$ cat src/hdl/multi_cpu_job_dispatcher_macros.svh
// assertion macros for the job dispatcher
`ifndef MULTI_CPU_JOB_DISPATCHER_MACROS_SVH
`define MULTI_CPU_JOB_DISPATCHER_MACROS_SVH

`ifndef NO_ASSERTIONS

`define MCJD_ASSERT(lbl, prop, msg) \
  lbl: assert property (@(posedge clk) disable iff (!rst_n) (prop)) else $error(msg);

`define MCJD_ASSERT_NEXT(lbl, pre, post, msg) \
  lbl: assert property (@(posedge clk) disable iff (!rst_n) (pre) |=> (post)) else $error(msg);

`else

`define MCJD_ASSERT(lbl, prop, msg)

`define MCJD_ASSERT_NEXT(lbl, pre, post, msg)

`endif

`endif

$ cat src/hdl/mcjd_ram.sv
module mcjd_ram #(
  parameter int WIDTH = 48,
  parameter int DEPTH = 64
) (
  input  logic                     clk,
  input  logic                     we,
  input  logic [$clog2(DEPTH)-1:0] waddr,
  input  logic [WIDTH-1:0]         wdata,
  input  logic                     re,
  input  logic [$clog2(DEPTH)-1:0] raddr,
  output logic [WIDTH-1:0]         rdata
);

  logic [WIDTH-1:0] mem_r [DEPTH];
  logic [WIDTH-1:0] rdata_r;

  always_ff @(posedge clk) begin
    if (we) begin
      mem_r[waddr] <= wdata;
    end
    if (re) begin
      rdata_r <= mem_r[raddr];
    end
  end

  assign rdata = rdata_r;

endmodule

$ cat config.mk
export PLATFORM = sky130hd
export DESIGN_NAME = mcjd_ram
export DESIGN_NICKNAME = d
export VERILOG_FILES = /design/src/hdl/multi_cpu_job_dispatcher_macros.svh /design/src/hdl/mcjd_ram.sv
export SDC_FILE = /design/constraint.sdc
export NUM_CORES = 2
export LEC_CHECK = 0
export BUFFER_PORTS_ARGS = -buffer_cell sky130_fd_sc_hd__buf_2
export CORE_MARGIN = 5
export CORE_UTILIZATION = 57
export DETAILED_ROUTE_END_ITERATION = 12
export GPL_ROUTABILITY_DRIVEN = 0
export GPL_TIMING_DRIVEN = 0
export PLACE_DENSITY = 0.76
export SETUP_SLACK_MARGIN = 0.05
export SLEW_MARGIN = 20
export SYNTH_ARGS = -nofsm -noshare
export SYNTH_HDL_FRONTEND = slang
export SYNTH_SLANG_ARGS = --single-unit
export TNS_END_PERCENT = 30
$ cat constraint.sdc
create_clock -name clk -period 4.4 [get_ports clk]
set_clock_uncertainty 0.15 [all_clocks]
set_input_delay 0.22 -clock clk [delete_from_list [all_inputs] [get_ports clk]]
set_output_delay 0.22 -clock clk [all_outputs]
set_load 0.03 [all_outputs]
==> results.yml <==
synthesis:
  synth_xor_area_share_pct: 0
  synth_fa_ha_area_share_pct: 0
  synth_seq_cells: 3120
  synth_ff_type: "edfxtp_1"
  async_reset_ff_share_pct: 0
  synth.top_cell.area_share_pct: 79.7
  synth-warning-count: 0
  yosysTopAreaCell: "edfxtp_1"
  synth-simple-area-share_pct: 0.953
  synth_seq_area_share_pct: 79.7
  synth.mux.area_fraction_pct: 15.1
  synth_compound_area_share_pct: 3.01
  synth_top_family_by_area: "multiplexers"
  yosys-top-cells-area: "edfxtp_1 80%, mux4_2 14%, o22ai_1 0.65%"
  synth-edff-count: 3120
  synth_nets: 5033
  synth_cells: 4970
  synth_cell_types: 35
  syn-mean-instance-area_sq_um: 23.7
  synth_area_sq_mm: 0.118
sta:
  min_period_ns: 3.91
  hold_viol_final: 0
  max_clock_freq_mhz: 256
  setup_viol: 0
  slew_viol_final: 0
  slew_headroom_pct: 18.3
  post-route-period-util_pct: 88.9
  setup_tns_ns: 0
  rsz0062_at_grt: "false"
  max_slew.worst_pin.slew_ns: 1.23
power_and_ir_drop:
  intPower_mw: 48.3
  totalPowerFinal_mw: 61.6
  p_comb_share_pct: 5.6
  peakVddDrop_mv: 0.433
  switching_power_mw: 13.3
  clkPwrFrac_pct: 40.8
  p_leak_nw: 42.4
  seqPwrFrac_pct: 53.7
  swShare_pct: 21.6
  p_per_area_mw_per_mm2: 453
critical_path:
  cp-startpoint: "raddr[1]"
  path_max_fanout: 10
  crit_chain: "buf_2 > buf_4 > buf_4 > buf_2 > nand3b_1 > o221ai_1 > a21oi_1 > a21oi_1 > a221oi_1"
  slowest_stage: "a21oi_1"
  crit_required_ns: 4.82
  reg2reg_from: "mem_r[39][22]$_DFFE_PP_"
  ff2ff_path_depth: 5
  end_kind: "flop"
  cpPeakStageDelay_ns: 0.89
  cp.arrival_ns: 4.33
  regToRegEndpoint: "rdata[22]$_DFFE_PP_"
  start_kind: "input port"
  critical_path_class: "in2reg"
  r2r_slack_ns: 1.38
clock_tree:
  cts_max_level: 5
  post_cts_buffers: 0
  clk_pin_slew_worst_paths_ns: 0.06
  cts_tree: "built"
  clk_latency_ns: 0.97
  cts.sinks: 3120
  ctsResizeCount: 0
  cts_root_buf: "clkbuf_16"
  clk_path_buf_depth: 4
  cts_buffers: 310
min_path:
  hold_class: "in2reg"
  min_to: "mem_r[11][2]$_DFFE_PP_"
  min_path_cells: 2
  worstHoldStart: "wdata[2]"
floorplanning:
  dieArea_sq_mm: 0.215
  start_util_pct: 57.4
  die_w_um: 464
  io_pins: 111
  coreArea_sq_mm: 0.205
  fp-row-count: 166
  die_h_um: 464
cells_and_area:
  drive_gt1_share_pct: 29.1
  mostFrequentLayoutCell: "edfxtp_1"
  postLayoutCoreUtil_pct: 66.2
  mostFrequentLayoutCells: "3120 x edfxtp_1, 754 x mux4_2, 319 x clkbuf_16"
  syn2layout_area_growth_pct: 15.4
  seq_area_sq_mm: 0.0937
  final_nets: 5685
  multi_input_area_sq_mm: 0.0229
  fillers: 12018
placed_design:
  place.port_buffers: 102
  dpl.hpwl_um: 215000
drt:
  wl_per_cell_um: 40.4
  postRouteAntennaNets: 0
  drt_iter0_drc: 11212
  drt_pass1_iterations: 9
  postRouteWirelength_um: 344000
  vias: 61830
  vias_per_cell: 7.26
  drc: 0
global_routing:
  grt_pass1_vias: 62256
  grt_pass1_wl_um: 479000
  antenna_found_initial: 20
  grt_overflow_total: 0
  grt_max_degree: 65
  grtUsageTotal_pct: 31.9
flow_run:
  max_cap_viol_count: 0
outcome:
  status: "complete, no violations"
[worst max path at each step]
stage	end	cells past startpoint
5_1_grt	rdata[22]$_DFFE_PP_	9
3_3_place_gp	mem_r[49][47]$_DFFE_PP_	4
4_1_cts	rdata[6]$_DFFE_PP_	9
6_report	rdata[22]$_DFFE_PP_	9
3_5_place_dp	rdata[6]$_DFFE_PP_	9
2_1_floorplan	mem_r[49][0]$_DFFE_PP_	4
[repair_timing]
action                                  4_1_cts  5_1_grt
hold buffers                                 53        1
endpoints found under the hold margin      2802       64
endpoints found under the setup margin        0        0
[flip-flops by register name, indices dropped and copies added, names as in the netlist]
signal and cells:
rdata 48, mem_r 3072
[kinds of logic after synthesis]
kind of cell,count (synthesis)
muxes,829
buffers and inverters,282
and+or+nand+nor,253
DFF,3120
AOI/OAI and AO/OA,486
[cell usage after synthesis (7+ instances only)]
| cell type | instances |
|---|---|
| a22o_1 | 57 |
| nor2_1 | 132 |
| buf_1 | 12 |
| o22ai_1 | 122 |
| mux2i_1 | 63 |
| nand2_1 | 55 |
| buf_4 | 62 |
| a311oi_1 | 11 |
| a22oi_1 | 72 |
| a211oi_1 | 32 |
| mux2_2 | 12 |
| o221ai_1 | 28 |
| buf_2 | 98 |
| nand3_1 | 7 |
| buf_6 | 11 |
| a21oi_1 | 74 |
| mux4_2 | 754 |
| nor2b_1 | 24 |
| clkbuf_1 | 98 |
| edfxtp_1 | 3120 |
| a221oi_1 | 83 |
| nand2b_1 | 10 |
[metrics by stage]
step                hold WS [ns]  cells  cell area [sq um]  worst slack, ns
CTS                       0.0164   8508             136000             1.03
global route               0.109   8511             136000            0.627
detailed placement         0.516   7942             126000           0.0727
floorplan                  0.169   4970             118000           -0.248
global placement           0.550   7760             121000            -4.68
finish                     0.114   8515             136000            0.487
[critical path, delay by kind of cell]
family / cells / cell delay (ns)
and+or+nand+nor: 1 / 0.79
buffers and inverters: 4 / 1.36
AOI/OAI and AO/OA: 4 / 1.91
[cell type report]
cell class	instances	area share, %
antenna	4	0.00737
buffer	282	1.12
clock buffer	384	6.06
clock inverter	129	0.754
multi-input combinational	1568	16.9
sequential	3120	69.0
tap	2688	2.48
timing repair buffer	340	3.70
[power groups by stage]
stage	Combinational (mW)	Sequential, mW	Clock [mW]
finish	3.43	33.0	25.1
global route	3.51	33.0	26.4
CTS	3.34	33.1	25.1
detailed placement	3.24	33.7	0
global placement	3.07	33.7	0
floorplan	1.57	33.7	0
[per-layer routing]
metal  wire length (um)  GRT usage, %
met1             111000          42.1
met3              50500          9.29
met5                103             0
met4              23300          17.1
met2             159000          48.6
(Power assumes the default switching activity.)
