**config.mk**
```make
export PLATFORM = sky130hd
export DESIGN_NAME = mcjd_core
export DESIGN_NICKNAME = d
export VERILOG_FILES = /design/src/hdl/multi_cpu_job_dispatcher_macros.svh /design/src/hdl/mcjd_pkg.sv /design/src/hdl/mcjd_core.sv
export SDC_FILE = /design/constraint.sdc
export NUM_CORES = 1
export LEC_CHECK = 0
export BUFFER_PORTS_ARGS = -buffer_cell sky130_fd_sc_hd__buf_4
export CAP_MARGIN = 25
export CORE_UTILIZATION = 35
export CTS_CLUSTER_DIAMETER = 120
export DETAILED_ROUTE_END_ITERATION = 8
export PLACE_DENSITY = 0.66
export SYNTH_ARGS = -nofsm -noshare
export SYNTH_HDL_FRONTEND = slang
export SYNTH_SLANG_ARGS = --single-unit
```
**constraint.sdc**
```tcl
create_clock -name clk -period 5.6 [get_ports clk]
set_input_delay 1.12 -clock clk [delete_from_list [all_inputs] [get_ports clk]]
set_output_delay 1.12 -clock clk [all_outputs]
set_load 0.005 [all_outputs]
```
**src/hdl/multi_cpu_job_dispatcher_macros.svh**
```systemverilog
// assertion macros for the job dispatcher
`ifndef MULTI_CPU_JOB_DISPATCHER_MACROS_SVH
`define MULTI_CPU_JOB_DISPATCHER_MACROS_SVH

`ifndef NO_ASSERTIONS

`define MCJD_ASSERT(lbl, prop, msg) \
  lbl: assert property (@(posedge clk) disable iff (!rst_n) (prop)) else $error(msg);

`define MCJD_ASSERT_NEXT(lbl, pre, post, msg) \
  lbl: assert property (@(posedge clk) disable iff (!rst_n) (pre) |=> (post)) else $error(msg);

`else

`define MCJD_ASSERT(lbl, prop, msg)

`define MCJD_ASSERT_NEXT(lbl, pre, post, msg)

`endif

`endif

```
**src/hdl/mcjd_pkg.sv**
```systemverilog
package mcjd_pkg;

  localparam int MAX_CPUS          = 8;
  localparam int CPU_FIFO_DEPTH    = 16;
  localparam int SHARED_FIFO_DEPTH = 64;

  localparam int CPU_W   = 3;
  localparam int CNT_W   = 4;
  localparam int TAG_W   = 16;
  localparam int SVC_W   = 32;
  localparam int DONE_W  = 16;
  localparam int JOB_W   = TAG_W + SVC_W;

  localparam int CPU_PTR_W  = $clog2(CPU_FIFO_DEPTH);
  localparam int CPU_FILL_W = $clog2(CPU_FIFO_DEPTH + 1);
  localparam int SH_PTR_W   = $clog2(SHARED_FIFO_DEPTH);
  localparam int SH_FILL_W  = $clog2(SHARED_FIFO_DEPTH + 1);
  localparam int CPU_RAM_DEPTH = MAX_CPUS * CPU_FIFO_DEPTH;
  localparam int CPU_RAM_AW    = $clog2(CPU_RAM_DEPTH);

  localparam int IN_DATA_W  = 56;
  localparam int OUT_DATA_W = 72;
  localparam int CFG_ADDR_W = 1;
  localparam int CFG_DATA_W = 4;

  localparam logic [CFG_ADDR_W-1:0] REG_DISPATCH_MODE = 1'd0;
  localparam logic [CFG_ADDR_W-1:0] REG_CPUS_IN_USE   = 1'd1;

  typedef enum logic {OP_ARRIVAL, OP_DEPARTURE} op_t;
  typedef enum logic {MODE_PER_CPU, MODE_SHARED} mode_t;
  typedef enum logic [1:0] {SRC_NONE, SRC_CPU_FIFO, SRC_SHARED_FIFO} src_t;

  typedef struct packed {
    mode_t            mode;
    logic [CNT_W-1:0] cpus;
  } cfg_t;

  typedef struct packed {
    op_t              op;
    logic [TAG_W-1:0] tag;
    logic [SVC_W-1:0] svc;
    logic [CPU_W-1:0] idx;
  } item_t;

  typedef struct packed {
    logic              start_valid;
    logic [CPU_W-1:0]  start_cpu;
    logic [TAG_W-1:0]  start_tag;
    logic [SVC_W-1:0]  start_service;
    src_t              src;
    logic              was_queued;
    logic              was_dropped;
    logic              went_idle;
    logic              bad_departure;
    logic [DONE_W-1:0] done_count;
  } res_t;

  typedef struct packed {
    logic                  we;
    logic [CPU_RAM_AW-1:0] waddr;
    logic [JOB_W-1:0]      wdata;
    logic                  re;
    logic [CPU_RAM_AW-1:0] raddr;
  } cpu_ram_req_t;

  typedef struct packed {
    logic                we;
    logic [SH_PTR_W-1:0] waddr;
    logic [JOB_W-1:0]    wdata;
    logic                re;
    logic [SH_PTR_W-1:0] raddr;
  } sh_ram_req_t;

endpackage

```
**src/hdl/mcjd_core.sv**
```systemverilog
module mcjd_core (
  input  logic                  clk,
  input  logic                  rst_n,
  input  logic                  fire,
  input  mcjd_pkg::item_t       item,
  input  mcjd_pkg::cfg_t        cfg,
  output mcjd_pkg::res_t        res,
  output mcjd_pkg::cpu_ram_req_t cpu_req,
  output mcjd_pkg::sh_ram_req_t sh_req
);

  logic                              busy_r     [mcjd_pkg::MAX_CPUS];
  logic                              busy_nxt   [mcjd_pkg::MAX_CPUS];
  logic [mcjd_pkg::CPU_PTR_W-1:0]    cpu_head_r [mcjd_pkg::MAX_CPUS];
  logic [mcjd_pkg::CPU_PTR_W-1:0]    cpu_head_nxt [mcjd_pkg::MAX_CPUS];
  logic [mcjd_pkg::CPU_FILL_W-1:0]   cpu_fill_r [mcjd_pkg::MAX_CPUS];
  logic [mcjd_pkg::CPU_FILL_W-1:0]   cpu_fill_nxt [mcjd_pkg::MAX_CPUS];
  logic [mcjd_pkg::DONE_W-1:0]       done_r     [mcjd_pkg::MAX_CPUS];
  logic [mcjd_pkg::DONE_W-1:0]       done_nxt   [mcjd_pkg::MAX_CPUS];
  logic [mcjd_pkg::SH_PTR_W-1:0]     sh_head_r, sh_head_nxt;
  logic [mcjd_pkg::SH_FILL_W-1:0]    sh_fill_r, sh_fill_nxt;

  logic [mcjd_pkg::CNT_W-1:0] n_cpus;
  logic                       idx_ok;
  logic                       free_found;
  logic [mcjd_pkg::CPU_W-1:0] free_cpu;

  // active cpu count, clamped
  always_comb begin
    if (cfg.cpus == '0) begin
      n_cpus = mcjd_pkg::CNT_W'(1);
    end else if (cfg.cpus > mcjd_pkg::CNT_W'(mcjd_pkg::MAX_CPUS)) begin
      n_cpus = mcjd_pkg::CNT_W'(mcjd_pkg::MAX_CPUS);
    end else begin
      n_cpus = cfg.cpus;
    end
  end

  assign idx_ok = {1'b0, item.idx} < n_cpus;

  // lowest idle cpu in use
  always_comb begin
    free_found = 1'b0;
    free_cpu   = '0;
    for (int i = mcjd_pkg::MAX_CPUS - 1; i >= 0; i--) begin
      if (mcjd_pkg::CNT_W'(i) < n_cpus && !busy_r[i]) begin
        free_found = 1'b1;
        free_cpu   = mcjd_pkg::CPU_W'(i);
      end
    end
  end

  always_comb begin
    logic [mcjd_pkg::CPU_FILL_W:0]  cpu_sum;
    logic [mcjd_pkg::CPU_PTR_W-1:0] cpu_pos;
    logic [mcjd_pkg::SH_FILL_W:0]   sh_sum;
    logic [mcjd_pkg::SH_PTR_W-1:0]  sh_pos;
    logic                           pop;
    logic [mcjd_pkg::DONE_W-1:0]    done_inc;

    busy_nxt     = busy_r;
    cpu_head_nxt = cpu_head_r;
    cpu_fill_nxt = cpu_fill_r;
    done_nxt     = done_r;
    sh_head_nxt  = sh_head_r;
    sh_fill_nxt  = sh_fill_r;
    res          = '0;
    cpu_req      = '0;
    sh_req       = '0;
    pop          = 1'b0;

    cpu_sum = (mcjd_pkg::CPU_FILL_W + 1)'(cpu_head_r[item.idx])
            + (mcjd_pkg::CPU_FILL_W + 1)'(cpu_fill_r[item.idx]);
    if (cpu_sum >= (mcjd_pkg::CPU_FILL_W + 1)'(mcjd_pkg::CPU_FIFO_DEPTH)) begin
      cpu_sum = cpu_sum - (mcjd_pkg::CPU_FILL_W + 1)'(mcjd_pkg::CPU_FIFO_DEPTH);
    end
    cpu_pos = cpu_sum[mcjd_pkg::CPU_PTR_W-1:0];

    sh_sum = (mcjd_pkg::SH_FILL_W + 1)'(sh_head_r) + (mcjd_pkg::SH_FILL_W + 1)'(sh_fill_r);
    if (sh_sum >= (mcjd_pkg::SH_FILL_W + 1)'(mcjd_pkg::SHARED_FIFO_DEPTH)) begin
      sh_sum = sh_sum - (mcjd_pkg::SH_FILL_W + 1)'(mcjd_pkg::SHARED_FIFO_DEPTH);
    end
    sh_pos = sh_sum[mcjd_pkg::SH_PTR_W-1:0];

    done_inc = (done_r[item.idx] != '1) ? done_r[item.idx] + 1'b1 : done_r[item.idx];

    cpu_req.wdata = {item.tag, item.svc};
    cpu_req.waddr = mcjd_pkg::CPU_RAM_AW'(item.idx)
                  * mcjd_pkg::CPU_RAM_AW'(mcjd_pkg::CPU_FIFO_DEPTH)
                  + mcjd_pkg::CPU_RAM_AW'(cpu_pos);
    cpu_req.raddr = mcjd_pkg::CPU_RAM_AW'(item.idx)
                  * mcjd_pkg::CPU_RAM_AW'(mcjd_pkg::CPU_FIFO_DEPTH)
                  + mcjd_pkg::CPU_RAM_AW'(cpu_head_r[item.idx]);
    sh_req.wdata  = {item.tag, item.svc};
    sh_req.waddr  = sh_pos;
    sh_req.raddr  = sh_head_r;

    if (fire) begin
      unique case (item.op)
        mcjd_pkg::OP_ARRIVAL: begin
          if (cfg.mode == mcjd_pkg::MODE_PER_CPU) begin
            if (!idx_ok) begin
              res.was_dropped = 1'b1;
            end else if (!busy_r[item.idx]) begin
              busy_nxt[item.idx] = 1'b1;
              res.start_valid    = 1'b1;
              res.start_cpu      = item.idx;
              res.start_tag      = item.tag;
              res.start_service  = item.svc;
            end else if (cpu_fill_r[item.idx] >=
                         mcjd_pkg::CPU_FILL_W'(mcjd_pkg::CPU_FIFO_DEPTH)) begin
              res.was_dropped = 1'b1;
            end else begin
              cpu_req.we             = 1'b1;
              cpu_fill_nxt[item.idx] = cpu_fill_r[item.idx] + 1'b1;
              res.was_queued         = 1'b1;
            end
          end else begin
            if (free_found) begin
              busy_nxt[free_cpu] = 1'b1;
              res.start_valid    = 1'b1;
              res.start_cpu      = free_cpu;
              res.start_tag      = item.tag;
              res.start_service  = item.svc;
            end else if (sh_fill_r >= mcjd_pkg::SH_FILL_W'(mcjd_pkg::SHARED_FIFO_DEPTH)) begin
              res.was_dropped = 1'b1;
            end else begin
              sh_req.we      = 1'b1;
              sh_fill_nxt    = sh_fill_r + 1'b1;
              res.was_queued = 1'b1;
            end
          end
        end
        mcjd_pkg::OP_DEPARTURE: begin
          if (!idx_ok || !busy_r[item.idx]) begin
            res.bad_departure = 1'b1;
          end else begin
            if (cfg.mode == mcjd_pkg::MODE_PER_CPU) begin
              if (cpu_fill_r[item.idx] != '0) begin
                pop        = 1'b1;
                cpu_req.re = 1'b1;
                res.src    = mcjd_pkg::SRC_CPU_FIFO;
                cpu_fill_nxt[item.idx] = cpu_fill_r[item.idx] - 1'b1;
                cpu_head_nxt[item.idx] =
                  (cpu_head_r[item.idx] == mcjd_pkg::CPU_PTR_W'(mcjd_pkg::CPU_FIFO_DEPTH - 1))
                  ? '0 : cpu_head_r[item.idx] + 1'b1;
              end
            end else if (sh_fill_r != '0) begin
              pop         = 1'b1;
              sh_req.re   = 1'b1;
              res.src     = mcjd_pkg::SRC_SHARED_FIFO;
              sh_fill_nxt = sh_fill_r - 1'b1;
              sh_head_nxt = (sh_head_r == mcjd_pkg::SH_PTR_W'(mcjd_pkg::SHARED_FIFO_DEPTH - 1))
                          ? '0 : sh_head_r + 1'b1;
            end
            if (pop) begin
              res.start_valid = 1'b1;
              res.start_cpu   = item.idx;
            end else begin
              busy_nxt[item.idx] = 1'b0;
              res.went_idle      = 1'b1;
            end
            done_nxt[item.idx] = done_inc;
            res.done_count     = done_inc;
          end
        end
        default: begin
        end
      endcase
    end
  end

  always_ff @(posedge clk) begin
    if (!rst_n) begin
      for (int i = 0; i < mcjd_pkg::MAX_CPUS; i++) begin
        busy_r[i]     <= 1'b0;
        cpu_head_r[i] <= '0;
        cpu_fill_r[i] <= '0;
        done_r[i]     <= '0;
      end
      sh_head_r <= '0;
      sh_fill_r <= '0;
    end else begin
      busy_r     <= busy_nxt;
      cpu_head_r <= cpu_head_nxt;
      cpu_fill_r <= cpu_fill_nxt;
      done_r     <= done_nxt;
      sh_head_r  <= sh_head_nxt;
      sh_fill_r  <= sh_fill_nxt;
    end
  end

endmodule

```
==> flow_summary.toml <==
[synth]
seq_area_frac_synth = 0.335
syn-cell-area_um2 = 13200
synth_fp_nets = 1672
synth_top_flop_cell = "dfxtp_1"
postSynthRegisterBits = 221
synth_cell_types = 88
syn_area_per_cell_um2 = 8.32
async_reset_ff_frac = 0
synth-edff-count = 0
synth_commonest_cells = "221 x dfxtp_1, 198 x nand2_1, 126 x a21oi_1"
synth.most_common_cell = "dfxtp_1"
postSynthCellCount = 1589
synth_top_cell_by_area = "dfxtp_1"
synth_top_area_share = 0.335
ys_top_cells_by_area = "dfxtp_1 33%, buf_4 6.1%, nand2_1 5.6%"
yosys_warnings = 0

[grt]
grt_pass1_wl_um = 71400
grt_overflow_total = 0
grt_max_degree = 76
track_usage = 0.236
grt_pass1_vias = 11965
antenna_found_initial = 1

[critical_path]
cp_cell_sequence = "buf_4 > buf_12 > buf_4 > mux2i_1 > o211ai_1 > a21oi_1 > ha_1 > and2_1 > a41oi_1 > nand3_1 > nor2_1 > buf_4"
cp-start-kind = "input port"
slowest_stage = "a41oi_1"
crit_path_end_kind = "output pin"
cp.required_ps = 4480
reg2reg_depth = 9
crit_start = "item[2]"
crit_family = "buffers and inverters"
path_max_fanout = 34
cp.buffers_inverters = 4
rr_endpoint = "busy_r[0]$_SDFFE_PN0P_"
critPathKind = "in2out"
worst_path_most_repeated_cell = "buf_4"
regToRegSetupSlack_ps = 2400
cpPeakStageDelay_ps = 400
cp.arrival_ps = 4300

[drt]
ant_nets = 0
drc_errors = 0
wire_per_inst_um = 21.0
drt-total-wl_um = 47200
first_iter_violations = 1326
vias = 12653
firstDrtPassIters = 6
vias_per_cell = 5.63

[timing]
fin_crit_ps = 5420
final.setup.tns_ps = 0
fmax_mhz = 185
rsz0062_at_grt = "false"
setup_ws_ps = 183
tightestPinTransition_ps = 962
slew_headroom = 0.352
drv_slew = 0
fin_crit_sh = 0.967
setup_viol_count_final = 0
fin_skew_ps = 12.0
final_hold_viol_count = 0

[clock_tree]
cts_buffers = 24
clk_latency_ps = 530
clk_pin_slew_ps = 60
cts_tree = "built"
numClockSinks = 221
cts_root_buffer = "clkbuf_16"
post_cts_resized = 0
htreeDepth = 1
clockBufferDepth = 3
cts_hold_buf = 0
post_cts_buffers = 0

[placement]
gp_congestion = 0.951
port_buffers = 259
dp.final_hpwl_um = 33700
pre_cts_ws_ps = 288
place_inst = 2202
dpl-instance-area_um2 = 15100

[floorplan]
io_pins = 260
start_util = 0.359
die-area_um2 = 38500
core.rowCount = 70
die_w_um = 196
core_um2 = 36900
die_h_um = 196

[hold_path]
worstHoldStart = "done_r[21]$_SDFFE_PN0P_"
whs_path_depth = 2
hold_path_class = "reg2reg"
holdPathEnd = "done_r[21]$_SDFFE_PN0P_"

[final_layout]
antenna_cells = 0
multi_input_area_um2 = 7400
n_fill_cell = 3656
fin_nets = 1807
fin_area_um2 = 15900
seq_area_um2 = 4420
area_growth_syn_to_layout_pct = 20.5
stdcell_count = 2246
drive_gt1_frac = 0.258

[pwr]
vdd_drop_max_mv = 0.205
p_leak_nw = 6.40
power_mw = 3.76
p_per_area_nw_per_um2 = 236

[run]
cap_viol_max_count = 0

[outcome]
status = "complete, no violations"
-- per-stage QoR --
step / hold WS [ps] / util
CTS: 453 / 0.432
global placement: 439 / 0.408
finish: 451 / 0.432
detailed placement: 444 / 0.408
floorplan: 428 / -
global route: 472 / 0.432
-- registers in the layout, summed over array words and instances (netlist names), named ones only --
signal      cells
busy_r          8
cpu_fill_r     32
cpu_head_r     32
done_r        128
sh_fill_r       7
sh_head_r       6
-- logic make-up after synthesis --
kind of cell             synth area share
AO/OA/AOI/OAI                       0.202
XOR/XNOR                           0.0146
adder cells (fa/ha/maj)            0.0235
buffers and inverters               0.108
flip-flops                          0.335
multiplexers                        0.102
AND/OR/NAND/NOR                     0.215
-- power breakdown --
group | switching (mW) | total (mW) | internal, mW
sequential | 0.00499 | 1.58 | 1.58
clock | 0.671 | 1.74 | 1.07
combinational | 0.262 | 0.438 | 0.177
total | 0.937 | 3.76 | 2.82
-- layout make-up --
| cell class | instances | area share |
|---|---|---|
| clock buffer | 34 | 0.0445 |
| inverter | 35 | 0.00841 |
| tap | 504 | 0.0396 |
| clock inverter | 10 | 0.00982 |
| timing repair buffer | 326 | 0.155 |
| multi-input combinational | 1116 | 0.464 |
| sequential | 221 | 0.278 |
-- cell usage in the layout, fill, tap and decap left out, types with 39 or more instances in the layout --
| master | netlist | routed |
|---|---|---|
| buf_4 | 108 | 323 |
| dfxtp_1 | 221 | 221 |
| nand2_1 | 198 | 198 |
| a21oi_1 | 126 | 126 |
| nor2_1 | 102 | 102 |
| nand3_1 | 96 | 96 |
| and2_1 | 59 | 59 |
| mux2i_1 | 53 | 53 |
| o211ai_1 | 43 | 43 |
| o21ai_0 | 39 | 39 |
-- how the worst max path moves through the flow --
stage	end	cells after the start
finish	res[71]	12
global route	res[71]	12
CTS	res[71]	12
detailed placement	res[71]	12
global placement	res[10]	11
floorplan	res[1]	14
-- worst register-to-register path, stage by stage (launching register included) --
cell      delay (ps)
dfxtp_1          300
mux2_2           290
a221o_1          290
a21oi_1          450
ha_1             310
and2_1           200
a41oi_1          240
a211oi_2         590
nor2b_1          270
o311ai_0         130
-- layer usage --
| metal | GRT usage | wire length [µm] |
|---|---|---|
| met1 | 0.338 | 21000 |
| met2 | 0.352 | 20900 |
| met3 | 0.0385 | 3710 |
| met4 | 0.0880 | 1530 |
| met5 | 0.00128 | 13 |
Power figures use the tool's default switching activity.
